[src/hdl/cppt_pkg.sv]
package cppt_pkg;

  localparam int COUNT_BITS  = 5;
  localparam int CNT_BITS    = COUNT_BITS + 1;
  localparam int SLOT_BITS   = 4;
  localparam int QUEUE_DEPTH = 4;

  localparam logic [COUNT_BITS-1:0] VERTEX_COUNT_RESET = COUNT_BITS'(3);
  localparam logic [COUNT_BITS-1:0] MIN_VERTICES       = COUNT_BITS'(3);

  localparam logic CMD_WRITE = 1'b0;
  localparam logic CMD_TEST  = 1'b1;

  typedef enum logic {
    OP_WRITE,
    OP_TEST
  } cmd_op_t;

  typedef struct packed {
    cmd_op_t              op;
    logic                 slot_ok;
    logic [SLOT_BITS-1:0] slot;
  } cmd_tag_t;

  localparam int TAG_BITS = $bits(cmd_tag_t);

  typedef enum logic [1:0] {
    BK_IDLE,
    BK_WALK,
    BK_DRAIN,
    BK_DONE
  } back_state_t;

endpackage

[src/hdl/cppt_queue.sv]
module cppt_queue #(
  parameter int WIDTH = 8
) (
  input  logic             clk,
  input  logic             rst,
  input  logic             push,
  input  logic [WIDTH-1:0] push_data,
  output logic             push_ready,
  input  logic             pop,
  output logic [WIDTH-1:0] pop_data,
  output logic             pop_valid
);
  import cppt_pkg::*;

  localparam int PTR_W = $clog2(QUEUE_DEPTH);

  logic [WIDTH-1:0] slots [QUEUE_DEPTH];
  logic [PTR_W-1:0] wr_ptr;
  logic [PTR_W-1:0] rd_ptr;
  logic [PTR_W:0]   count;
  logic             do_push;
  logic             do_pop;

  assign push_ready = count != (PTR_W+1)'(QUEUE_DEPTH);
  assign pop_valid  = count != '0;
  assign pop_data   = slots[rd_ptr];
  assign do_push    = push && push_ready;
  assign do_pop     = pop && pop_valid;

  always_ff @(posedge clk) begin
    if (rst) begin
      wr_ptr <= '0;
      rd_ptr <= '0;
      count  <= '0;
    end else begin
      if (do_push) wr_ptr <= wr_ptr + 1'b1;
      if (do_pop)  rd_ptr <= rd_ptr + 1'b1;
      if (do_push && !do_pop) begin
        count <= count + 1'b1;
      end else if (do_pop && !do_push) begin
        count <= count - 1'b1;
      end
    end
  end

  always_ff @(posedge clk) begin
    if (do_push) slots[wr_ptr] <= push_data;
  end

endmodule

[config.mk]
export PLATFORM = sky130hd
export DESIGN_NAME = cppt_queue
export DESIGN_NICKNAME = d
export VERILOG_FILES = /design/src/hdl/cppt_pkg.sv /design/src/hdl/cppt_queue.sv
export SDC_FILE = /design/constraint.sdc
export NUM_CORES = 1
export LEC_CHECK = 0
export CAP_MARGIN = 20
export CELL_PAD_IN_SITES_DETAIL_PLACEMENT = 0
export CELL_PAD_IN_SITES_GLOBAL_PLACEMENT = 1
export CORE_UTILIZATION = 42
export CTS_BUF_LIST = sky130_fd_sc_hd__clkbuf_8
export CTS_CLUSTER_SIZE = 12
export DETAILED_ROUTE_END_ITERATION = 8
export DONT_BUFFER_PORTS = 1
export PLACE_DENSITY_LB_ADDON = 0.15
export SYNTH_ARGS = -nofsm -noshare
export SYNTH_HDL_FRONTEND = slang
export SYNTH_SLANG_ARGS = --single-unit
[constraint.sdc]
create_clock -name clk -period 2.42 [get_ports clk]
set_clock_uncertainty 0.05 [all_clocks]
set_input_delay 0.484 -clock clk [delete_from_list [all_inputs] [get_ports clk]]
set_output_delay 0.484 -clock clk [all_outputs]
set_load 0.02 [all_outputs]
Yosys cells after proc, flatten, opt, wreduce, memory -nomap -nowiden
Memory sizes are Yosys's and may differ from the RTL's. A register that Yosys moved wholly into a read port is not among the register bits.
Cells that the tools add are included.

word-level totals
  register bits = 7
  bits in writable memories = 32
  input bits = 12
  word-level logic and storage cells = 23
  memories = 1

memory list
  memory  depth  bits a word  read ports  clocked after Yosys merged registers in  wr ports  line              text
  slots   4      8            1           1                                        1         cppt_queue.sv:17  logic [WIDTH-1:0] slots [QUEUE_DEPTH];

operators by class
  add/subtract/negate cells = 4
  equal/unequal tests = 1
  multiplexer cells = 6
  reductions and logical operators = 8

operators by type and width
  cell                                                                number
  3-bit two-way mux                                                   2
  2-bit by 1-bit adder with 2-bit output, second input constant       2
  1-bit logical AND                                                   4
  2-bit two-way mux                                                   2
  3-bit by 1-bit adder with 3-bit output, second input constant       1
  3-bit inequality test, second input constant                        1
  3-bit nonzero test                                                  1
  3-bit by 1-bit subtractor with 3-bit output, second input constant  1
  1-bit logical NOT                                                   2
  1-bit two-way mux                                                   2
  2-bit nonzero test                                                  1

Logic depth before layout (Yosys ltp)
Gate-level depths: netlist (run 1).

  depth after elaboration = 6
  depth in mapped cells = 8

Worst setup path after synthesis (run 1)
OpenSTA, ideal clock, no wires.

  path kind = register to register
  start point = register count[0]
  end point = register count[2]
  library setup time = 0.070 ns
  arrival time = 1.920 ns
  required time = 2.300 ns
  slack = 0.380 ns
  stages on the path, launching flop included = 9
  cell sequence = dfxtp_1 nor2_2 a21boi_4 ha_1 inv_1 fa_1 xor2_1 or3_1 a21oi_1

on the way
  word-level cells in the longest chain between the ends = 5
  elaborated cells on any way between the ends = 13
  classes of those cells = 2 x add/sub; 1 x eq/ne; 2 x mux; 8 x reduce/logical

ends and longest elaborated chain
  what                          line              text
  start, declared               cppt_queue.sv:20  logic [PTR_W:0] count;
  start signal, assigned        cppt_queue.sv:39  count <= count + 1'b1;
  start signal, assigned        cppt_queue.sv:41  count <= count - 1'b1;
  3-bit inequality test *       cppt_queue.sv:24  assign push_ready = count != (PTR_W+1)'(QUEUE_DEPTH);
  1-bit logical AND *           cppt_queue.sv:27  assign do_push = push && push_ready;
  named net do_push             cppt_queue.sv:21  logic do_push;
  1-bit logical NOT             cppt_queue.sv:40  end else if (do_pop && !do_push) begin
  1-bit logical AND             cppt_queue.sv:40
  2-bit nonzero test (no line)  n/a

Mark *: on every way through the listed nets, which the timed path passes. The rest lies on a longest branch. The select of a mux whose other input is x is not followed.
A chain may end at the register's enable or synchronous reset.

Final worst setup path (run 1)
Ends and elaborated chain as after synthesis.

==> run summary, run 1 <==
clock root buffer = clkbuf_8
post-synth top area cell = edfxtp_1
TritonCTS buffer count = 5
layout cells sized above 1 = 21.88%
row count = 22
initial antenna violation count = 0
hold crit path type = primary input to register
core area = 0.003689 sq mm
Worst setup EP type = register
critical path peak fanout = 7
Final Hold Viols = 0
Pleak = 0.6080 nW
Tcrit/Tclk final = 91.21%
Die Width = 64.45 um
Clock Latency Late Sink = 0.28 ns
internal power = 1.275 mW
Iteration-0 DRC Markers = 20
critical path's top delay family = adder cells
crit-path max cell delay = 0.49 ns
Final ANT Viol Nets = 0
CP Cell Sequence = nor2_2 -> a21boi_4 -> ha_1 -> inv_1 -> fa_1 -> xor2_1 -> or3_1 -> a21oi_1
first-pass GRT wire length = 3926 um
input/output buffers = 0
Post-route DRC = 0
# nets final = 113
clock period minus worst slack = 2.207 ns
CTS tree = built
net switching fraction of the power = 31.17%
flops & latches, synth = 41
GRT Residual Overflow = 0
count of cell types in the netlist = 23
CTS sink count = 41
GP Congestion = 0.7216
Critical Path RT = 2.59 ns
Cell Area, Synth = 0.001638 sq mm
Startpoint Class = register
Max Buffers Root-to-Sink = 2
post-layout util = 48.07%
Max Cap Viol = 0
beginning of the critical path = count[0]
Worst R2R Start = count[0]
post_cts resized = 0
CP max stage cell = dfxtp_1
Synth top area share = 58.67%
TNS Setup = 0 ns
drt first pass iters = 3
wire per inst = 16.22 um
Via density = 5.063
WS Path Type = register to register
clock network power share = 22.2%
min-delay src = rst
headroom to the max-slew limit = 70.90%
RSZ-0062 raised after global routing = false
fill cell count = 324
Reg clk slew, reported paths = 0.07 ns
Power Density = 1045 mW/mm^2
final number of max-transition violations = 0
htree depth = 2
Worst Path Buf+Inv = 1
vias in the first global route = 766
# IOs = 22
Vias = 729
total track usage = 13.45%
Critical Path AT = 2.38 ns
Antenna Cells = 0
Ys Warns = 0
Comb pwr share = 27.1%
NetSw = 577.2 uW
Synth Net Count = 108
Synth Instances = 90
largest cells by area after synthesis = edfxtp_1, dfxtp_1, mux4_2, ha_1, xor2_1
Starting Density = 44.40%
post-CTS setup buffer count = 0
HPWL after DPL = 1630 um
largest net degree at the start of global routing = 13
die height = 64.45 um
sequential power share = 50.7%
Avg Inst Size Synth = 18.20 sq um
setup violators final = 0
P&R area growth vs syn = 8.251%
full die area = 0.004153 sq mm
Max IR drop VDD = 0.5279 mV
sequential area share after synthesis = 69.67%
drt total wl = 2336 um
f_max = 453.0 MHz
worst-margin pin slew = 0.4366 ns
# hold bufs at CTS = 0
status = finished clean
-- through the flow --
stage / total power, mW / worst slack [ns] / cells / hold WS (ns) / instance area, sq um
after CTS: 1.880 / 0.1943 / 144 / 0.1959 / 1773
final: 1.852 / 0.2127 / 144 / 0.2102 / 1773
after global routing: 1.965 / 0.06061 / 144 / 0.1848 / 1773
after floorplan: 1.383 / 0.3802 / 90 / 0.4320 / 1638
after global placement: 1.455 / 0.3013 / 136 / 0.4501 / 1690
after detailed placement: 1.470 / 0.2279 / 136 / 0.4659 / 1690
-- final cells by class --
class	instances	area [sq um]	share of cell area (%)
clock inverters	3	13.76	0.7763
well taps	48	60.06	3.387
multi-input cells	43	470.5	26.53
inverters	3	11.26	0.6351
clock buffers	5	68.82	3.881
flip-flops and latches	41	1141	64.36
repair buffers	1	7.507	0.4234
-- worst register-to-register path, cell delays in order (launching register included) --
cell and delay [ns]:
dfxtp_1 0.49, nor2_2 0.09, a21boi_4 0.26, ha_1 0.23, inv_1 0.06, fa_1 0.37, xor2_1 0.16, or3_1 0.30
a21oi_1 0.14
-- layout by cell type (no fill, tap or decap) --
| master | instances |
|---|---|
| mux2i_1 | 2 |
| mux2_4 | 1 |
| or3_1 | 1 |
| dfxtp_1 | 9 |
| fa_1 | 1 |
| xor2_1 | 4 |
| nor2_1 | 7 |
| a21boi_4 | 1 |
| clkbuf_8 | 5 |
| buf_4 | 1 |
| mux4_2 | 8 |
| o311ai_1 | 1 |
| clkinv_2 | 2 |
| or3_2 | 1 |
| inv_1 | 4 |
| and2_1 | 4 |
| edfxtp_1 | 32 |
| nand2b_1 | 2 |
| o31ai_2 | 1 |
| a21oi_1 | 1 |
| nor2_2 | 1 |
| ha_1 | 5 |
| o21ai_0 | 1 |
| nand2_1 | 1 |
-- registers in the layout (all words and copies together) (netlist names), named ones only --
signal	count
rd_ptr	2
count	3
wr_ptr	2
slots	32
-- kinds of logic (layout without fill, tap and decap cells) --
logic type	count (synthesis)	count (layout)	share of synthesized area, %
compound gates	5	5	3.055
flops	41	41	69.67
mux	11	11	13.14
xor+xnor	4	4	2.139
buf+inv	6	12	1.605
fa+ha+maj	6	6	5.042
simple gates	17	17	5.348
-- synth_stat cells --
cell / n
mux2i_1: 2
mux4_2: 8
clkbuf_1: 2
a21boi_4: 1
nand2_1: 1
xor2_1: 4
fa_1: 1
nor2_1: 7
buf_4: 1
nand2b_1: 2
inv_1: 3
o311ai_1: 1
dfxtp_1: 9
o21ai_0: 1
mux2_4: 1
edfxtp_1: 32
ha_1: 5
nor2_2: 1
o31ai_2: 1
or3_1: 1
and2_1: 4
or3_2: 1
a21oi_1: 1
-- power by group through the flow --
stage	logic [mW]	clock network (mW)	registers, mW
2_1_floorplan	0.453	0	0.930
3_3_place_gp	0.506	0	0.950
3_5_place_dp	0.513	0	0.957
4_1_cts	0.516	0.423	0.941
5_1_grt	0.551	0.461	0.953
6_report	0.503	0.411	0.938
-- path summary, 6_finish.rpt --
| kind | endpoint | slack [ns] | cells after the start |
|---|---|---|---|
| max | count[2] | 0.21 | 8 |
| min | count[2] | 0.21 | 1 |
| max reg2reg | count[2] | 0.21 | 8 |
| min reg2reg | wr_ptr[1] | 0.46 | 2 |
-- routing by layer --
layer | track usage (%) | up-vias | wire length [um]
met5 | 0 | - | 0
met4 | 5.833 | 0 | 23
met3 | 5.810 | 4 | 131
met2 | 21.05 | 19 | 1241
met1 | 16.17 | 360 | 940
li1 | - | 346 | -
Power figures use the tool's default switching activity.
==> run 2: changes to the inputs <==
--- a/config.mk
+++ b/config.mk
@@ -8,7 +8,7 @@
 export CAP_MARGIN = 20
 export CELL_PAD_IN_SITES_DETAIL_PLACEMENT = 0
 export CELL_PAD_IN_SITES_GLOBAL_PLACEMENT = 1
-export CORE_UTILIZATION = 42
+export CORE_UTILIZATION = 55
 export CTS_BUF_LIST = sky130_fd_sc_hd__clkbuf_8
 export CTS_CLUSTER_SIZE = 12
 export DETAILED_ROUTE_END_ITERATION = 8
==> run summary, run 2 (synthesis results as in run 1) <==
CP Cell Sequence = nor2_2 -> a21boi_4 -> ha_1 -> inv_1 -> fa_1 -> xor2_1 -> or3_1 -> a21oi_1
max FFs per register = 32
GP Congestion = 0.6414
Pleak = 0.6074 nW
Levels on crit path = 8
Critical Path RT = 2.59 ns
Starting Density = 58.88%
row count = 19
Tcrit/Tclk final = 91.30%
RR Endpoint = count[2]
CTS tree = built
largest registers = slots (32), count (3)
CP max stage cell = dfxtp_1
Vias = 738
# nets final = 112
Worst Path Buf+Inv = 1
Iteration-0 DRC Markers = 16
post-layout util = 62.98%
area post-placement = 0.001662 sq mm
final number of max-transition violations = 0
largest net degree at the start of global routing = 13
worst setup margin = 0.2105 ns
setup violators final = 0
Final ANT Viol Nets = 0
hold crit path type = primary input to register
Worst Reg-to-Reg Cells = 8
post-CTS setup buffer count = 0
Worst setup EP type = register
Place WS = 0.2225 ns
status = finished clean
CTS sink count = 41
drt total wl = 2336 um
total track usage = 17.41%
WS Path Type = register to register
clock root buffer = clkbuf_8
first-pass GRT wire length = 3774 um
htree depth = 2
Worst R2R Start = count[0]
critical path's top delay family = adder cells
TNS Setup = 0 ns
R2R setup slack = 0.21 ns
Biggest register = slots
full die area = 0.003200 sq mm
post_cts resized = 0
RSZ-0062 raised after global routing = false
Post-route DRC = 0
vias in the first global route = 787
headroom to the max-slew limit = 63.91%
crit-path max cell delay = 0.49 ns
Final Hold Viols = 0
Antenna Cells = 0
P&R area growth vs syn = 6.952%
layout cells sized above 1 = 20.00%
f_max = 452.6 MHz
fin area = 0.001752 sq mm
crit path capture = count[2]
most common cell after layout, fill and taps aside = edfxtp_1
HPWL after DPL = 1574 um
initial antenna violation count = 0
Reg clk slew, reported paths = 0.07 ns
# IOs = 22
GRT Residual Overflow = 0
worst-margin pin slew = 0.5406 ns
Critical Path AT = 2.38 ns
core area = 0.002781 sq mm
Power Density = 1063 mW/mm^2
Via density = 5.857
Die Width = 56.57 um
clock period minus worst slack = 2.210 ns
wire per inst = 18.54 um
input/output buffers = 0
most frequent cells in the layout = edfxtp_1, dfxtp_1, mux4_2, nor2_1, clkbuf_8
Max IR drop VDD = 0.7243 mV
TritonCTS buffer count = 5
Max Buffers Root-to-Sink = 2
beginning of the critical path = count[0]
Startpoint Class = register
die height = 56.57 um
Power Total = 1.862 mW
Max Cap Viol = 0
Clock Latency Late Sink = 0.28 ns
# hold bufs at CTS = 0
drt first pass iters = 4
critical path peak fanout = 7
-- run 2: changes by cell type in the layout (fill, tap and decap cells not counted) --
| cell | delta |
|---|---|
| clkinv_2 | -2 |
| buf_4 | -1 |
| clkbuf_8 | +1 |
| inv_1 | +1 |
-- run 2: report_power, final --
part	switching (mW)	leakage, nW	internal, mW	total [mW]
logic	0.252	0.186	0.202	0.455
registers	0.106	0.367	0.867	0.972
clock network	0.212	0.0538	0.224	0.436
total	0.570	0.607	1.29	1.86
-- run 2: worst min-delay path by stage --
stage | from | end | slack [ns] | cells after the start
6_report | rst | count[2] | 0.21 | 1
5_1_grt | rst | count[2] | 0.19 | 1
4_1_cts | rst | count[2] | 0.20 | 1
3_5_place_dp | wr_ptr[1] | wr_ptr[1] | 0.46 | 2
3_3_place_gp | rd_ptr[1] | register | 0.46 | 2
2_1_floorplan | wr_ptr[1] | wr_ptr[1] | 0.43 | 2
-- run 2: area by class of cell --
| cell class | instances | area (sq um) |
|---|---|---|
| Sequential cell | 41 | 1141 |
| Tap cell | 31 | 38.79 |
| Inverter | 3 | 11.26 |
| Clock inverter | 2 | 7.507 |
| Clock buffer | 6 | 82.58 |
| Fill cell | 196 | 1030 |
| Multi-Input combinational cell | 43 | 470.5 |
-- run 2: per-stage QoR --
step / std cells / hold WS [ns]
2_1_floorplan: 90 / 0.4320
3_3_place_gp: 118 / 0.4572
3_5_place_dp: 118 / 0.4639
4_1_cts: 126 / 0.1963
5_1_grt: 126 / 0.1896
6_report: 126 / 0.2078
-- run 2: per-layer routing --
layer  vias to the layer above  global-route usage (%)  part of all wire [%]
li1                        344                       -                     -
met1                       367                   19.18                    41
met2                        22                   27.56                    50
met3                         5                   7.604                   6.3
met4                         0                   10.80                   2.4
met5                         -                       0                     0
-- run 2: worst register-to-register path: cells and delay by family (launching register included) --
family	cells	cell delay (ns)
xor gates and xnor gates	1	0.16
adders and majority gates	2	0.60
buffers and inverters	1	0.06
AOI/OAI and AO/OA	2	0.39
DFF	1	0.49
and+or+nand+nor	2	0.40
==> run 3: changes to the inputs <==
--- a/config.mk
+++ b/config.mk
@@ -8,6 +8,7 @@
 export CAP_MARGIN = 20
 export CELL_PAD_IN_SITES_DETAIL_PLACEMENT = 0
 export CELL_PAD_IN_SITES_GLOBAL_PLACEMENT = 1
+export CORE_ASPECT_RATIO = 1.1
 export CORE_UTILIZATION = 55
 export CTS_BUF_LIST = sky130_fd_sc_hd__clkbuf_8
 export CTS_CLUSTER_SIZE = 12
==> run summary, run 3 (synthesis results as in run 1) <==
# IOs = 22
most common cell after layout, fill and taps aside = edfxtp_1
worst setup margin = 0.2213 ns
Max Buffers Root-to-Sink = 2
hold crit path type = primary input to register
fin area = 0.001747 sq mm
layout cells sized above 1 = 21.05%
critical path peak fanout = 7
CTS sink count = 41
status = finished clean
Via density = 5.766
Tcrit/Tclk final = 90.86%
input/output buffers = 0
Final ANT Viol Nets = 0
row count = 20
# nets final = 112
Critical Path AT = 2.36 ns
post-CTS setup buffer count = 0
Final Hold Viols = 0
final number of max-transition violations = 0
TritonCTS buffer count = 5
drt total wl = 2261 um
HPWL after DPL = 1552 um
first-pass GRT wire length = 3463 um
worst-margin pin slew = 0.5250 ns
clock root buffer = clkbuf_8
full die area = 0.003200 sq mm
htree depth = 2
Vias = 738
headroom to the max-slew limit = 64.96%
TNS Setup = 0 ns
RSZ-0062 raised after global routing = false
internal power = 1.263 mW
Power Density = 1046 mW/mm^2
worst hold margin = 0.2176 ns
Clock Latency Late Sink = 0.28 ns
P&R area growth vs syn = 6.647%
drt first pass iters = 6
setup violators final = 0
initial antenna violation count = 0
Pleak = 0.6027 nW
largest net degree at the start of global routing = 13
largest registers = slots (32), count (3)
Max IR drop VDD = 0.6353 mV
vias in the first global route = 739
Post-route DRC = 0
Reg clk slew, reported paths = 0.07 ns
area post-placement = 0.001664 sq mm
Die Width = 54.03 um
die height = 59.24 um
WS Path Type = register to register
core area = 0.002803 sq mm
GP Congestion = 0.6861
net switching fraction of the power = 30.88%
CTS tree = built
Antenna Cells = 0
most frequent cells in the layout = edfxtp_1, dfxtp_1, mux4_2, nor2_1
Comb pwr share = 24.9%
Worst setup EP type = register
# hold bufs at CTS = 0
wire per inst = 17.66 um
GRT Residual Overflow = 0
f_max = 454.8 MHz
fill cell count = 211
Starting Density = 58.44%
Iteration-0 DRC Markers = 30
Place WS = 0.2300 ns
max FFs per register = 32
total track usage = 16.59%
NetSw = 564.5 uW
post_cts resized = 0
clock network power share = 22.1%
Critical Path RT = 2.58 ns
Startpoint Class = register
Max Cap Viol = 0
clock period minus worst slack = 2.199 ns
sequential power share = 53.0%
Biggest register = slots
run 3: cell count changes in the layout (fill, tap and decap cells not counted):
| cell | change |
|---|---|
| clkbuf_8 | -1 |
| inv_1 | -1 |
| clkinv_2 | +2 |
run 3: final timing paths:
check / cells past startpoint / slack (ns) / endpoint / startpoint
max: 8 / 0.22 / count[2] / count[0]
min: 1 / 0.22 / rd_ptr[0] / rst
max reg2reg: 8 / 0.22 / count[2] / count[0]
min reg2reg: 2 / 0.47 / wr_ptr[1] / wr_ptr[1]
run 3: layout make-up:
class | instances | area [sq um] | share of cell area (%)
clock buffers | 5 | 68.82 | 3.940
well taps | 33 | 41.29 | 2.364
multi-input cells | 43 | 470.5 | 26.93
flip-flops and latches | 41 | 1141 | 65.33
inverters | 3 | 11.26 | 0.6447
clock inverters | 3 | 13.76 | 0.7880
run 3: power by group through the flow:
stage | combinational [mW] | clock (mW) | sequential, mW
finish | 0.456 | 0.403 | 0.969
detailed placement | 0.460 | 0 | 0.988
CTS | 0.463 | 0.414 | 0.973
global route | 0.495 | 0.444 | 0.987
global placement | 0.455 | 0 | 0.986
floorplan | 0.453 | 0 | 0.930
run 3: metrics by stage:
step	utilization (%)	std cells	total power, mW
after global placement	59.38	120	1.442
after floorplan	-	90	1.383
after detailed placement	59.38	120	1.448
after global routing	62.32	128	1.926
after CTS	62.32	128	1.849
final	62.32	128	1.828
run 3: layer usage:
layer	wire length, um	vias to the layer above	track usage (%)
li1	-	344	-
met1	927	371	17.98
met2	1201	19	28.57
met3	101	4	4.872
met4	30	0	8.791
met5	0	-	0
run 3: critical path, cell delays in order (launching register included):
cell and delay [ns]:
dfxtp_1 0.47, nor2_2 0.09, a21boi_4 0.25, ha_1 0.23, inv_1 0.06, fa_1 0.38, xor2_1 0.16, or3_1 0.30
a21oi_1 0.14
